## src/rtl/core/vrt_pkg.sv

```systemverilog
// Shared types and constants for the voxel ray traversal core.
// Holds the per-ray setup record passed from the setup front end to the stepper.
// No dependencies.
package vrt_pkg;

  localparam int FRAC_BITS = 16;
  localparam int IDX_W     = 16;
  localparam int T_W       = 32;
  localparam int NUM_W     = 48;
  localparam int DEN_W     = 32;
  localparam int SIZE_W    = 31;
  localparam int LIM_W     = 31;
  localparam int BND_W     = 48;

  localparam logic [T_W-1:0] T_INF = '1;

  localparam logic [1:0] AXIS_START = 2'd0;
  localparam logic [1:0] AXIS_X     = 2'd1;
  localparam logic [1:0] AXIS_Y     = 2'd2;
  localparam logic [1:0] AXIS_Z     = 2'd3;

  localparam logic [2:0] REASON_NONE      = 3'd0;
  localparam logic [2:0] REASON_BOUNDS    = 3'd1;
  localparam logic [2:0] REASON_LIMIT     = 3'd2;
  localparam logic [2:0] REASON_CAP       = 3'd3;
  localparam logic [2:0] REASON_START_OUT = 3'd4;

  localparam logic [2:0] REG_SIZE_X  = 3'd0;
  localparam logic [2:0] REG_SIZE_Y  = 3'd1;
  localparam logic [2:0] REG_SIZE_Z  = 3'd2;
  localparam logic [2:0] REG_LOWER   = 3'd3;
  localparam logic [2:0] REG_UPPER   = 3'd4;
  localparam logic [2:0] REG_BOUNDED = 3'd5;

  typedef struct packed {
    logic [2:0][IDX_W-1:0] cidx;
    logic [2:0][T_W-1:0]   next_t;
    logic [2:0][T_W-1:0]   per_t;
    logic [2:0][1:0]       sign;
    logic [LIM_W-1:0]      limit;
    logic                  start_out;
  } ray_setup_t;

endpackage

```

## src/rtl/core/vrt_queue.sv

```systemverilog
// Two-entry queue of ray setup records between the setup front end and the stepper.
// Depends on vrt_pkg.
module vrt_queue (
  input  logic                clk,
  input  logic                rst_n,
  input  logic                push,
  input  vrt_pkg::ray_setup_t wr_data,
  output logic                full,
  input  logic                pop,
  output logic                valid,
  output vrt_pkg::ray_setup_t rd_data
);

  vrt_pkg::ray_setup_t mem_r [2];
  logic                wr_ptr_r, rd_ptr_r;
  logic [1:0]          count_r;

  assign full    = (count_r == 2'd2);
  assign valid   = (count_r != 2'd0);
  assign rd_data = mem_r[rd_ptr_r];

  always_ff @(posedge clk) begin
    if (!rst_n) begin
      wr_ptr_r <= 1'b0;
      rd_ptr_r <= 1'b0;
      count_r  <= 2'd0;
    end else begin
      if (push) wr_ptr_r <= ~wr_ptr_r;
      if (pop)  rd_ptr_r <= ~rd_ptr_r;
      count_r <= count_r + {1'b0, push} - {1'b0, pop};
    end
    if (push) mem_r[wr_ptr_r] <= wr_data;
  end

endmodule

```

## config.mk

```make
export PLATFORM = sky130hd
export DESIGN_NAME = vrt_queue
export DESIGN_NICKNAME = d
export VERILOG_FILES = /design/src/rtl/core/vrt_pkg.sv /design/src/rtl/core/vrt_queue.sv
export SDC_FILE = /design/constraint.sdc
export NUM_CORES = 1
export LEC_CHECK = 0
export BUFFER_PORTS_ARGS = -buffer_cell sky130_fd_sc_hd__buf_2
export CORE_AREA = 2 2 220 222
export CTS_CLUSTER_DIAMETER = 120
export DETAILED_ROUTE_END_ITERATION = 10
export DIE_AREA = 0 0 222 224
export PLACE_DENSITY = 0.75
export SYNTH_ARGS = -nofsm -noshare
export SYNTH_HDL_FRONTEND = slang
export SYNTH_SLANG_ARGS = --single-unit
```

## constraint.sdc

```tcl
create_clock -name clk -period 50.3 [get_ports clk]
set_clock_uncertainty 0.05 [all_clocks]
set_input_delay 10.06 -clock clk [delete_from_list [all_inputs] [get_ports clk]]
set_output_delay 10.06 -clock clk [all_outputs]
set_load 0.005 [all_outputs]
```

==> results.json <==
{
  "slew-limit-headroom_pct": 21.0,
  "worst_ep_arrival_time_ns": 3.67,
  "cap_violations": 0,
  "insertion_delay_ns": 0.58,
  "worst_setup_path_end_kind": "primary output",
  "power.total_mw": 1.06,
  "worst_hold_path_type": "flop to flop",
  "timing.final.crit_share_pct": 27.4,
  "finalSetupTns_ns": 0,
  "maxSlewViolCount": 0,
  "fp-row-count": 80,
  "critPathSlowestCell": "dfxtp_4",
  "setup.worst_path.class": "flop to primary output",
  "syn_nets": 1170,
  "critPathMaxFanout": 55,
  "dpl_cell_area_um2": 24500,
  "layout-area-overhead-vs-synth_pct": 24.4,
  "cp.required_ns": 40.19,
  "gr-total-overflow": 0,
  "total_number_of_nets_in_the_final_design": 1767,
  "postRouteWirelength_mm": 45.4,
  "setup.reg_to_reg.worst_slack_ns": 46.84,
  "coreArea_um2": 47300,
  "number_of_iterations_in_the_first_detailed_routing_pass": 4,
  "power_leakage_nw": 10.3,
  "cts.repair.resized": 0,
  "cp_peak_stage_delay_ns": 0.88,
  "initialDrtViolationCount": 670,
  "timing.final.ws_setup_ns": 36.52,
  "reg2regPathDepth": 3,
  "place_ws_ns": 36.99,
  "synthesis.area_per_instance_um2": 23.8,
  "design_area_um2": 26300,
  "reg2reg_to": "mem_r[1][79]",
  "critPathLaunchType": "flop",
  "synthesis.area_um2": 21100,
  "cp_cell_sequence": "buf_4, buf_4, mux2_4, buf_2",
  "root_buffer": "clkbuf_16",
  "number_of_buffers_created_by_cts": 55,
  "clock_tree.htree_level_count": 2,
  "whs_path_depth": 2,
  "floorplan.die_area_um2": 49700,
  "first_pass_grt_wire_length_mm": 65.7,
  "finalWeightedCongestion": 0.810,
  "yosysWarningCount": 0,
  "detail_route.drc_violations": 0,
  "cts-root-to-sink-buffers": 3,
  "postRouteAntennaNets": 0,
  "num-fill-cells": 3609,
  "detailed_place_hpwl_mm": 31.2,
  "buffer_ports.inserted": 561,
  "sequential_cell_area_fraction_in_the_yosys_report_pct": 79.5,
  "floorplan.die.height_um": 224,
  "synth-seq-cells": 561,
  "period_minus_slack_ns": 13.78,
  "grt_start_max_net_pins": 137,
  "clock_sink_count": 561,
  "post_route_cells_drive_above_1_share_pct": 61.0,
  "via_count": 10500,
  "cts_tree": "built",
  "timing.final.hold_violations": 0,
  "floorplan.initialDensity_pct": 44.6,
  "clkSlewWorstSetupHoldPaths_ns": 0.06,
  "worst-slew-pin-transition_ns": 1.19,
  "crit_path_end": "rd_data[57]",
  "routed_via_density": 4.89,
  "synth_cell_type_count": 14,
  "track_usage_pct": 17.6,
  "regToRegStartpoint": "wr_ptr_r",
  "dp.cells": 2041,
  "avgRoutedWirePerCell_um": 21.1,
  "number_of_antenna_violations_at_the_first_check_in_global_routing": 19,
  "max_freq_ghz": 0.0726,
  "cts_setup_buffers": 0,
  "grt_pass1_vias": 11000,
  "worst_ir_drop_vdd_uv": 34.3,
  "cellPowerDensity_nw_per_um2": 40.2,
  "run_status": "finished clean",
  "most_frequent_cell_on_the_critical_path": "buf_4",
  "grt_setup_unrepaired": "no",
  "num_io_pins": 562,
  "fp.dieW_um": 222,
  "cts.hold.buffers_added": 0,
  "setup-violations-final": 0,
  "syn-instance-count": 886,
  "layout.cells.non_filler": 2151
}
## synth_stat cells
master	number	area share, %
xnor3_1	1	0.11
buf_6	26	1.4
and2_1	4	0.12
o21a_1	1	0.036
edfxtp_1	556	79
inv_1	2	0.036
buf_2	5	0.12
xor2_1	1	0.041
nor2b_1	4	0.12
ha_1	2	0.12
or2_2	1	0.030
dfxtp_1	5	0.47
mux2_2	77	4.1
mux2_4	201	14
## critical path, delay by kind of cell (launching register included)
| family | cells | cell delay [ns] |
|---|---|---|
| buffers and inverters | 3 | 1.76 |
| muxes | 1 | 0.36 |
| DFF | 1 | 0.88 |
## how the worst min path moves through the flow
stage,startpoint,endpoint,slack [ns]
after global routing,rd_ptr_r,flop,0.58
after floorplan,rd_ptr_r,flop,0.50
after detailed placement,rd_ptr_r,flop,0.52
after global placement,rd_ptr_r,flop,0.51
final,rd_ptr_r,flop,0.53
after CTS,rd_ptr_r,flop,0.53
## final cells by class
type	instances	area, µm²	area share, %
diodes	9	22.5	0.0857
clock buffers	76	1570	5.96
clock inverters	25	210	0.800
inverters	2	7.51	0.0286
multi-input cells	292	4020	15.3
flip-flops and latches	561	16800	63.9
well taps	615	769	2.93
repair buffers	571	2900	11.0
## sequential cells by signal, summed over array words and instances, names as in the netlist, named ones only
| signal | flops |
|---|---|
| count_r | 2 |
| mem_r | 556 |
| rd_ptr_r | 1 |
| wr_ptr_r | 1 |
## where the power goes
part	switching [mW]	internal [mW]	total, mW
sequential	0.00773	0.541	0.549
clock	0.166	0.233	0.398
combinational	0.0501	0.0588	0.109
total	0.224	0.833	1.06
## placed cells by master (no fill, tap or decap)
master,count
buf_2,561
edfxtp_1,556
mux2_4,201
mux2_2,77
clkbuf_16,57
clkbuf_1,12
clkinv_1,10
diode_2,9
buf_4,9
clkbuf_8,7
clkinv_2,5
dfxtp_1,4
and2_1,3
nor2b_1,3
bufinv_16,3
clkinvlp_4,3
inv_1,2
ha_1,2
inv_6,2
clkinv_4,2
or2_2,1
and2_4,1
xor2_1,1
nor2b_4,1
o21a_1,1
xnor3_1,1
dfxtp_4,1
buf_12,1
## per-layer routing
metal / wire [µm] / share of wire, % / GRT usage (%)
met4: 1240 / 2.7 / 6.78
met1: 17100 / 38 / 20.3
met5: 86 / 0.19 / 0
met3: 4130 / 9.1 / 6.23
met2: 22800 / 50 / 30.1
## cells by family after synthesis
logic type,Yosys count,share of synthesized area (%)
buf+inv,33,1.54
xor+xnor,2,0.148
simple gates,9,0.266
compound gates,1,0.0355
flops,561,79.5
mux,278,18.4
fa+ha+maj,2,0.118
## through the flow
stage | utilization, % | hold slack (ns)
after floorplan | - | 0.505
after global placement | 51.7 | 0.514
after detailed placement | 51.7 | 0.519
after CTS | 55.5 | 0.530
after global routing | 55.5 | 0.578
final | 55.5 | 0.528
Note: power is estimated with default switching activity, not from simulation.
