[src/rtl/core/vrt_pkg.sv]
// Shared types and constants for the voxel ray traversal core.
// Holds the per-ray setup record passed from the setup front end to the stepper.
// No dependencies.
package vrt_pkg;

  localparam int FRAC_BITS = 16;
  localparam int IDX_W     = 16;
  localparam int T_W       = 32;
  localparam int NUM_W     = 48;
  localparam int DEN_W     = 32;
  localparam int SIZE_W    = 31;
  localparam int LIM_W     = 31;
  localparam int BND_W     = 48;

  localparam logic [T_W-1:0] T_INF = '1;

  localparam logic [1:0] AXIS_START = 2'd0;
  localparam logic [1:0] AXIS_X     = 2'd1;
  localparam logic [1:0] AXIS_Y     = 2'd2;
  localparam logic [1:0] AXIS_Z     = 2'd3;

  localparam logic [2:0] REASON_NONE      = 3'd0;
  localparam logic [2:0] REASON_BOUNDS    = 3'd1;
  localparam logic [2:0] REASON_LIMIT     = 3'd2;
  localparam logic [2:0] REASON_CAP       = 3'd3;
  localparam logic [2:0] REASON_START_OUT = 3'd4;

  localparam logic [2:0] REG_SIZE_X  = 3'd0;
  localparam logic [2:0] REG_SIZE_Y  = 3'd1;
  localparam logic [2:0] REG_SIZE_Z  = 3'd2;
  localparam logic [2:0] REG_LOWER   = 3'd3;
  localparam logic [2:0] REG_UPPER   = 3'd4;
  localparam logic [2:0] REG_BOUNDED = 3'd5;

  typedef struct packed {
    logic [2:0][IDX_W-1:0] cidx;
    logic [2:0][T_W-1:0]   next_t;
    logic [2:0][T_W-1:0]   per_t;
    logic [2:0][1:0]       sign;
    logic [LIM_W-1:0]      limit;
    logic                  start_out;
  } ray_setup_t;

endpackage

[src/rtl/core/vrt_div.sv]
// Restoring radix-2 divider, one quotient bit per cycle.
// Used by the setup front end for cell index and crossing-time divisions.
// Depends on vrt_pkg.
module vrt_div (
  input  logic                       clk,
  input  logic                       rst_n,
  input  logic                       start,
  input  logic [vrt_pkg::NUM_W-1:0]  num,
  input  logic [vrt_pkg::DEN_W-1:0]  den,
  output logic                       done,
  output logic [vrt_pkg::NUM_W-1:0]  quo,
  output logic [vrt_pkg::DEN_W-1:0]  rem
);

  localparam int CNT_W = $clog2(vrt_pkg::NUM_W);

  logic                      busy_r, busy_nxt;
  logic                      done_r, done_nxt;
  logic [CNT_W-1:0]          cnt_r, cnt_nxt;
  logic [vrt_pkg::NUM_W-1:0] quo_r, quo_nxt;
  logic [vrt_pkg::DEN_W-1:0] rem_r, rem_nxt;
  logic [vrt_pkg::DEN_W-1:0] den_r, den_nxt;
  logic [vrt_pkg::DEN_W:0]   trial;
  logic [vrt_pkg::DEN_W:0]   diff;

  always_comb begin
    trial    = {rem_r, quo_r[vrt_pkg::NUM_W-1]};
    diff     = trial - {1'b0, den_r};
    busy_nxt = busy_r;
    done_nxt = 1'b0;
    cnt_nxt  = cnt_r;
    quo_nxt  = quo_r;
    rem_nxt  = rem_r;
    den_nxt  = den_r;
    if (start) begin
      busy_nxt = 1'b1;
      cnt_nxt  = CNT_W'(vrt_pkg::NUM_W - 1);
      quo_nxt  = num;
      rem_nxt  = '0;
      den_nxt  = den;
    end else if (busy_r) begin
      if (!diff[vrt_pkg::DEN_W]) begin
        rem_nxt = diff[vrt_pkg::DEN_W-1:0];
        quo_nxt = {quo_r[vrt_pkg::NUM_W-2:0], 1'b1};
      end else begin
        rem_nxt = trial[vrt_pkg::DEN_W-1:0];
        quo_nxt = {quo_r[vrt_pkg::NUM_W-2:0], 1'b0};
      end
      cnt_nxt = cnt_r - 1'b1;
      if (cnt_r == '0) begin
        busy_nxt = 1'b0;
        done_nxt = 1'b1;
      end
    end
  end

  always_ff @(posedge clk) begin
    if (!rst_n) begin
      busy_r <= 1'b0;
      done_r <= 1'b0;
    end else begin
      busy_r <= busy_nxt;
      done_r <= done_nxt;
    end
    cnt_r <= cnt_nxt;
    quo_r <= quo_nxt;
    rem_r <= rem_nxt;
    den_r <= den_nxt;
  end

  assign done = done_r;
  assign quo  = quo_r;
  assign rem  = rem_r;

endmodule

[src/rtl/core/vrt_front.sv]
// Setup front end: accepts a ray, finds its start cell and per-axis crossing times.
// Two dividers per axis; pushes a finished setup record into the queue.
// Depends on vrt_pkg and vrt_div.
module vrt_front (
  input  logic                                clk,
  input  logic                                rst_n,
  input  logic                                in_valid,
  output logic                                in_ready,
  input  logic [2:0][31:0]                    origin,
  input  logic [2:0][31:0]                    direction,
  input  logic [vrt_pkg::LIM_W-1:0]           limit,
  input  logic [2:0][vrt_pkg::SIZE_W-1:0]     cell_size,
  input  logic [vrt_pkg::BND_W-1:0]           lower_bounds,
  input  logic [vrt_pkg::BND_W-1:0]           upper_bounds,
  input  logic                                bounded_mode,
  input  logic                                q_full,
  output logic                                q_push,
  output vrt_pkg::ray_setup_t                 q_data
);

  typedef enum logic [1:0] {F_IDLE, F_FLOOR, F_NEXT, F_PUSH} state_t;

  state_t                              state_r;
  logic                                start_a_r, start_b_r;
  logic [2:0][31:0]                    o_r, d_r;
  logic [vrt_pkg::LIM_W-1:0]           limit_r;
  logic [2:0][33:0]                    q_r;
  logic [2:0][vrt_pkg::SIZE_W-1:0]     rf_r;
  logic [2:0][vrt_pkg::T_W-1:0]        next_r, per_r;

  logic [2:0]                          done_a, done_b;
  logic [2:0][vrt_pkg::NUM_W-1:0]      quo_a, quo_b, num_a, num_b;
  logic [2:0][vrt_pkg::DEN_W-1:0]      rem_a, rem_b, den_a, den_b;
  logic [2:0][31:0]                    abs_o, abs_d;
  logic [2:0][33:0]                    q_new;
  logic [2:0][vrt_pkg::SIZE_W-1:0]     rf_new, span;
  logic [2:0][vrt_pkg::T_W-1:0]        sat_a, sat_b;
  logic                                inb;

  always_comb begin
    inb = 1'b1;
    for (int i = 0; i < 3; i++) begin
      abs_o[i] = o_r[i][31] ? (~o_r[i] + 32'd1) : o_r[i];
      abs_d[i] = d_r[i][31] ? (~d_r[i] + 32'd1) : d_r[i];
      if (o_r[i][31]) begin
        q_new[i]  = 34'd0 - {1'b0, quo_a[i][32:0]}
                    - {33'd0, (rem_a[i][vrt_pkg::SIZE_W-1:0] != '0)};
        rf_new[i] = (rem_a[i][vrt_pkg::SIZE_W-1:0] != '0)
                    ? cell_size[i] - rem_a[i][vrt_pkg::SIZE_W-1:0] : '0;
      end else begin
        q_new[i]  = {1'b0, quo_a[i][32:0]};
        rf_new[i] = rem_a[i][vrt_pkg::SIZE_W-1:0];
      end
      span[i] = d_r[i][31] ? rf_r[i] : cell_size[i] - rf_r[i];
      if (state_r == F_NEXT) begin
        num_a[i] = {1'b0, span[i], vrt_pkg::FRAC_BITS'(0)};
        den_a[i] = abs_d[i];
      end else begin
        num_a[i] = {16'd0, abs_o[i]};
        den_a[i] = {1'b0, cell_size[i]};
      end
      num_b[i] = {1'b0, cell_size[i], vrt_pkg::FRAC_BITS'(0)};
      den_b[i] = abs_d[i];
      sat_a[i] = (quo_a[i][vrt_pkg::NUM_W-1:vrt_pkg::T_W] != '0)
                 ? vrt_pkg::T_INF : quo_a[i][vrt_pkg::T_W-1:0];
      sat_b[i] = (quo_b[i][vrt_pkg::NUM_W-1:vrt_pkg::T_W] != '0)
                 ? vrt_pkg::T_INF : quo_b[i][vrt_pkg::T_W-1:0];
      if ($signed(q_r[i]) < $signed({{18{lower_bounds[16*i+15]}}, lower_bounds[16*i +: 16]}))
        inb = 1'b0;
      if ($signed(q_r[i]) >= $signed({{18{upper_bounds[16*i+15]}}, upper_bounds[16*i +: 16]}))
        inb = 1'b0;
    end
  end

  for (genvar g = 0; g < 3; g++) begin : g_axis
    vrt_div u_div_a (
      .clk(clk), .rst_n(rst_n), .start(start_a_r), .num(num_a[g]), .den(den_a[g]),
      .done(done_a[g]), .quo(quo_a[g]), .rem(rem_a[g])
    );
    vrt_div u_div_b (
      .clk(clk), .rst_n(rst_n), .start(start_b_r), .num(num_b[g]), .den(den_b[g]),
      .done(done_b[g]), .quo(quo_b[g]), .rem(rem_b[g])
    );
  end

  always_comb begin
    q_data.limit     = limit_r;
    q_data.start_out = bounded_mode && !inb;
    for (int i = 0; i < 3; i++) begin
      if ($signed(q_r[i]) > 34'sd32767)
        q_data.cidx[i] = 16'h7FFF;
      else if ($signed(q_r[i]) < -34'sd32768)
        q_data.cidx[i] = 16'h8000;
      else
        q_data.cidx[i] = q_r[i][vrt_pkg::IDX_W-1:0];
      if (d_r[i] == '0) begin
        q_data.next_t[i] = vrt_pkg::T_INF;
        q_data.per_t[i]  = vrt_pkg::T_INF;
        q_data.sign[i]   = 2'b00;
      end else begin
        q_data.next_t[i] = next_r[i];
        q_data.per_t[i]  = per_r[i];
        q_data.sign[i]   = d_r[i][31] ? 2'b11 : 2'b01;
      end
    end
  end

  assign in_ready = (state_r == F_IDLE);
  assign q_push   = (state_r == F_PUSH) && !q_full;

  always_ff @(posedge clk) begin
    if (!rst_n) begin
      state_r   <= F_IDLE;
      start_a_r <= 1'b0;
      start_b_r <= 1'b0;
    end else begin
      start_a_r <= 1'b0;
      start_b_r <= 1'b0;
      case (state_r)
        F_IDLE: begin
          if (in_valid) begin
            state_r   <= F_FLOOR;
            start_a_r <= 1'b1;
            start_b_r <= 1'b1;
          end
        end
        F_FLOOR: begin
          if (done_a[0]) begin
            state_r   <= F_NEXT;
            start_a_r <= 1'b1;
          end
        end
        F_NEXT: begin
          if (done_a[0]) state_r <= F_PUSH;
        end
        F_PUSH: begin
          if (!q_full) state_r <= F_IDLE;
        end
        default: state_r <= F_IDLE;
      endcase
    end
    if (in_valid && state_r == F_IDLE) begin
      o_r     <= origin;
      d_r     <= direction;
      limit_r <= limit;
    end
    for (int i = 0; i < 3; i++) begin
      if (done_a[0] && state_r == F_FLOOR) begin
        q_r[i]  <= q_new[i];
        rf_r[i] <= rf_new[i];
      end
      if (done_a[0] && state_r == F_NEXT) next_r[i] <= sat_a[i];
      if (done_b[i]) per_r[i] <= sat_b[i];
    end
  end

endmodule

[config.mk]
export PLATFORM = sky130hd
export DESIGN_NAME = vrt_front
export DESIGN_NICKNAME = d
export VERILOG_FILES = /design/src/rtl/core/vrt_pkg.sv /design/src/rtl/core/vrt_div.sv /design/src/rtl/core/vrt_front.sv
export SDC_FILE = /design/constraint.sdc
export NUM_CORES = 2
export LEC_CHECK = 0
export ABC_AREA = 0
export BUFFER_PORTS_ARGS = -buffer_cell sky130_fd_sc_hd__buf_2
export CAP_MARGIN = 15
export CORE_MARGIN = 2
export CORE_UTILIZATION = 30
export CTS_BUF_LIST = sky130_fd_sc_hd__clkbuf_8
export DETAILED_ROUTE_END_ITERATION = 12
export SYNTH_ARGS = -nofsm -noshare
export SYNTH_HDL_FRONTEND = slang
export SYNTH_SLANG_ARGS = --single-unit
[constraint.sdc]
create_clock -name clk -period 18.17 [get_ports clk]
set_input_delay 0.9085 -clock clk [delete_from_list [all_inputs] [get_ports clk]]
set_output_delay 0.9085 -clock clk [all_outputs]
set_load 0.01 [all_outputs]
==> metrics.yaml <==
placement:
  placement.io_buffers: 696
  dp_hpwl_um: 204000
  dp_cells: 12900
  gp_congestion: 0.914
worst_setup_path:
  cp-end-kind: "primary output"
  cpPeakStageDelay_ns: 0.63
  rrSetupSlack_ns: 12.84
  r2r-start: "g_axis[1].u_div_a.rem[30]"
  crit_type: "reg2out"
  worstPathRequired_ns: 17.26
  start_kind: "flop"
  cp_max_fo: 65
  critical-path-slowest-cell: "or4b_2"
  path_common_cell: "or4_1"
  crit_chain: "or4_1, nor2_1, nand4_1, or4_1, or3_1, or4b_2, buf_4, nand2b_1, buf_2"
  arrival_ns: 4.96
  crit_start: "d_r[71]"
yosys:
  ys.flop_type: "edfxtp_1"
  netlist_top_cells_count: "edfxtp_1 (1039), inv_1 (716), ha_1 (700)"
  yosysMostFrequentCell: "edfxtp_1"
  synth_edf_count: 1039
  synth_top_area_frac: 0.364
  yosysTopAreaCell: "edfxtp_1"
  synth.distinct_cells: 92
  netlist_area_um2: 85700
  netlist_instances: 8728
  synth-seq-area-share: 0.432
  synth_xor_area_frac: 0.0590
  synthArstFlopShare: 0
  synth_fa_ha_area_frac: 0.105
  synthMuxAreaShare: 0.0342
  syn_nets: 9857
  synthTopCellsByArea: "edfxtp_1 (36%), ha_1 (10%), dfxtp_1 (6.8%)"
  synth_compound_area_frac: 0.177
  avgSynthCellArea_um2: 9.82
  synthSimpleGateAreaFrac: 0.146
  synth-seq-cells: 1332
  synth_top_family_by_area: "compound AO/OA/AOI/OAI gates"
  synth_warnings: 0
sta:
  skew_ns: 0.0962
  finalSetupViolCount: 0
  fin_setup_tns_ns: 0
  fin_crit_sh: 0.323
  fmax_mhz: 170
  worstMarginPinSlew_ns: 1.13
  slew_headroom: 0.243
  fin_crit_ns: 5.87
  finalHoldViolCount: 0
  drv_slew: 0
  grt_setup_unrepaired: "no"
global_routing:
  use_met3: 0.0310
  grt_pass1_vias: 69900
  grt_start_max_net_pins: 157
  grt_usage: 0.180
  grt_overflow: 0
  antenna_found_initial: 26
  use_met1: 0.228
  grt_pass1_wl_um: 413000
  met2_usage: 0.309
  top_usage_layer: "met2"
clock_tree:
  clk_pin_slew_ns: 0.06
  htree_levels: 4
  cts_tree: "built"
  clk_latency_ns: 1.04
  clock_path_buffers: 4
  cts.sinks: 1332
  cts_made_buffers: 242
  cts_root_buffer: "clkbuf_8"
  cts_resized: 0
power_and_ir_drop:
  power_leakage_nw: 41.8
  ir_drop_mv: 0.0845
  power_density_nw_per_um2: 144
drt:
  drt_iter0_markers: 5561
  drt-total-wl_um: 273000
  dr_total_vias: 70300
  drtAntennaViolNets: 0
  drtPass1Iterations: 6
  viasPerCell: 5.20
  wl_per_cell_um: 20.2
  drcViolationCount: 0
floorplanning:
  die_x_um: 539
  die-area_um2: 290000
  core_area_um2: 285000
  ios: 697
  row_count: 196
  fp.dieH_um: 539
  start_util: 0.301
layout:
  area.growth.synth_to_final_pct: 16.4
  fill_cells: 28600
  stdcell_count: 13500
  nets: 10700
  layout-drive-gt1-share: 0.141
worst_hold_path:
  hp-class: "in2reg"
  holdCritStartpoint: "direction[67]"
flow_run:
  max_cap_viol_count: 0
outcome:
  outcome: "finished clean"
worst paths after layout:
check / endpoint / cells after the start
setup / recovery: q_data[226] / 9
hold / removal: d_r[67] / 1
setup reg to reg: q_r[66] / 18
hold reg to reg: g_axis[2].u_div_b.rem[30] / 2
per-layer routing:
| metal | wire (um) | share of wire |
|---|---|---|
| met2 | 129000 | 0.47 |
| met1 | 117000 | 0.43 |
| met4 | 9110 | 0.033 |
| met3 | 17800 | 0.065 |
| met5 | 71 | 0.00026 |
layout make-up:
| cell class | instances | area (um^2) | share of cell area |
|---|---|---|---|
| diodes | 5 | 12.5 | 0.000125 |
| multi-input cells | 6344 | 44800 | 0.449 |
| flip-flops and latches | 1332 | 37100 | 0.372 |
| clock inverters | 191 | 1430 | 0.0143 |
| inverters | 719 | 2700 | 0.0271 |
| clock buffers | 262 | 3610 | 0.0361 |
| well taps | 3762 | 4710 | 0.0472 |
| repair buffers | 897 | 5400 | 0.0542 |
layout by cell type (no fill, tap or decap), drive strengths merged, types with 33 or more instances in the layout:
master,count
nor2b,95
or4,46
nor3,118
clkbuf,262
or2,114
o21a,80
clkinv,97
a22o,106
xor2,204
a21o,277
o21ai,514
nor2,627
nor4,95
nand2,507
dfxtp,293
edfxtp,1039
o31ai,70
mux2i,185
o21bai,43
o22ai,118
or3,63
a21oi,468
nand2b,402
buf,765
dlygate4sd3,132
nand3,153
mux2,96
a211oi,187
a31oi,60
xnor2,374
o211ai,100
ha,700
inv,786
and3,49
nand4,95
a311oi,33
metrics by stage:
step / area [um^2] / util / setup WS, ns / hold slack (ns) / total power [mW]
global route: 99800 / 0.350 / 12.10 / 0.0369 / 15.3
finish: 99800 / 0.350 / 12.30 / 0.113 / 14.3
detailed placement: 93300 / 0.328 / 12.54 / 0.467 / 11.2
CTS: 99700 / 0.350 / 12.20 / 0.000109 / 14.4
global placement: 93300 / 0.328 / 12.58 / 0.450 / 11.1
floorplan: 85700 / - / 11.61 / 0.437 / 9.56
cell families after synthesis:
| family | count (synthesis) |
|---|---|
| mux | 281 |
| flops | 1332 |
| fa+ha+maj | 712 |
| compound gates | 2306 |
| xor+xnor | 578 |
| simple gates | 2467 |
| buf+inv | 1052 |
where the power goes:
part / internal, mW / switching (mW) / leakage (nW)
combinational: 2.69 / 3.93 / 26.5
clock: 1.65 / 1.39 / 2.83
sequential: 4.15 / 0.510 / 12.5
worst max-delay path: cells and delay by family (launching register included):
family	cells	cell delay [ns]
buffers and inverters	2	0.53
flip-flops	1	0.47
AND/OR/NAND/NOR	7	2.90
repair_timing:
action                                  4_1_cts  5_1_grt
hold buffers                                132        0
buffers inserted                              0        0
endpoints found under the setup margin        0        0
hold endpoints to repair                    132        0
Note: power is estimated with default switching activity, not from simulation.
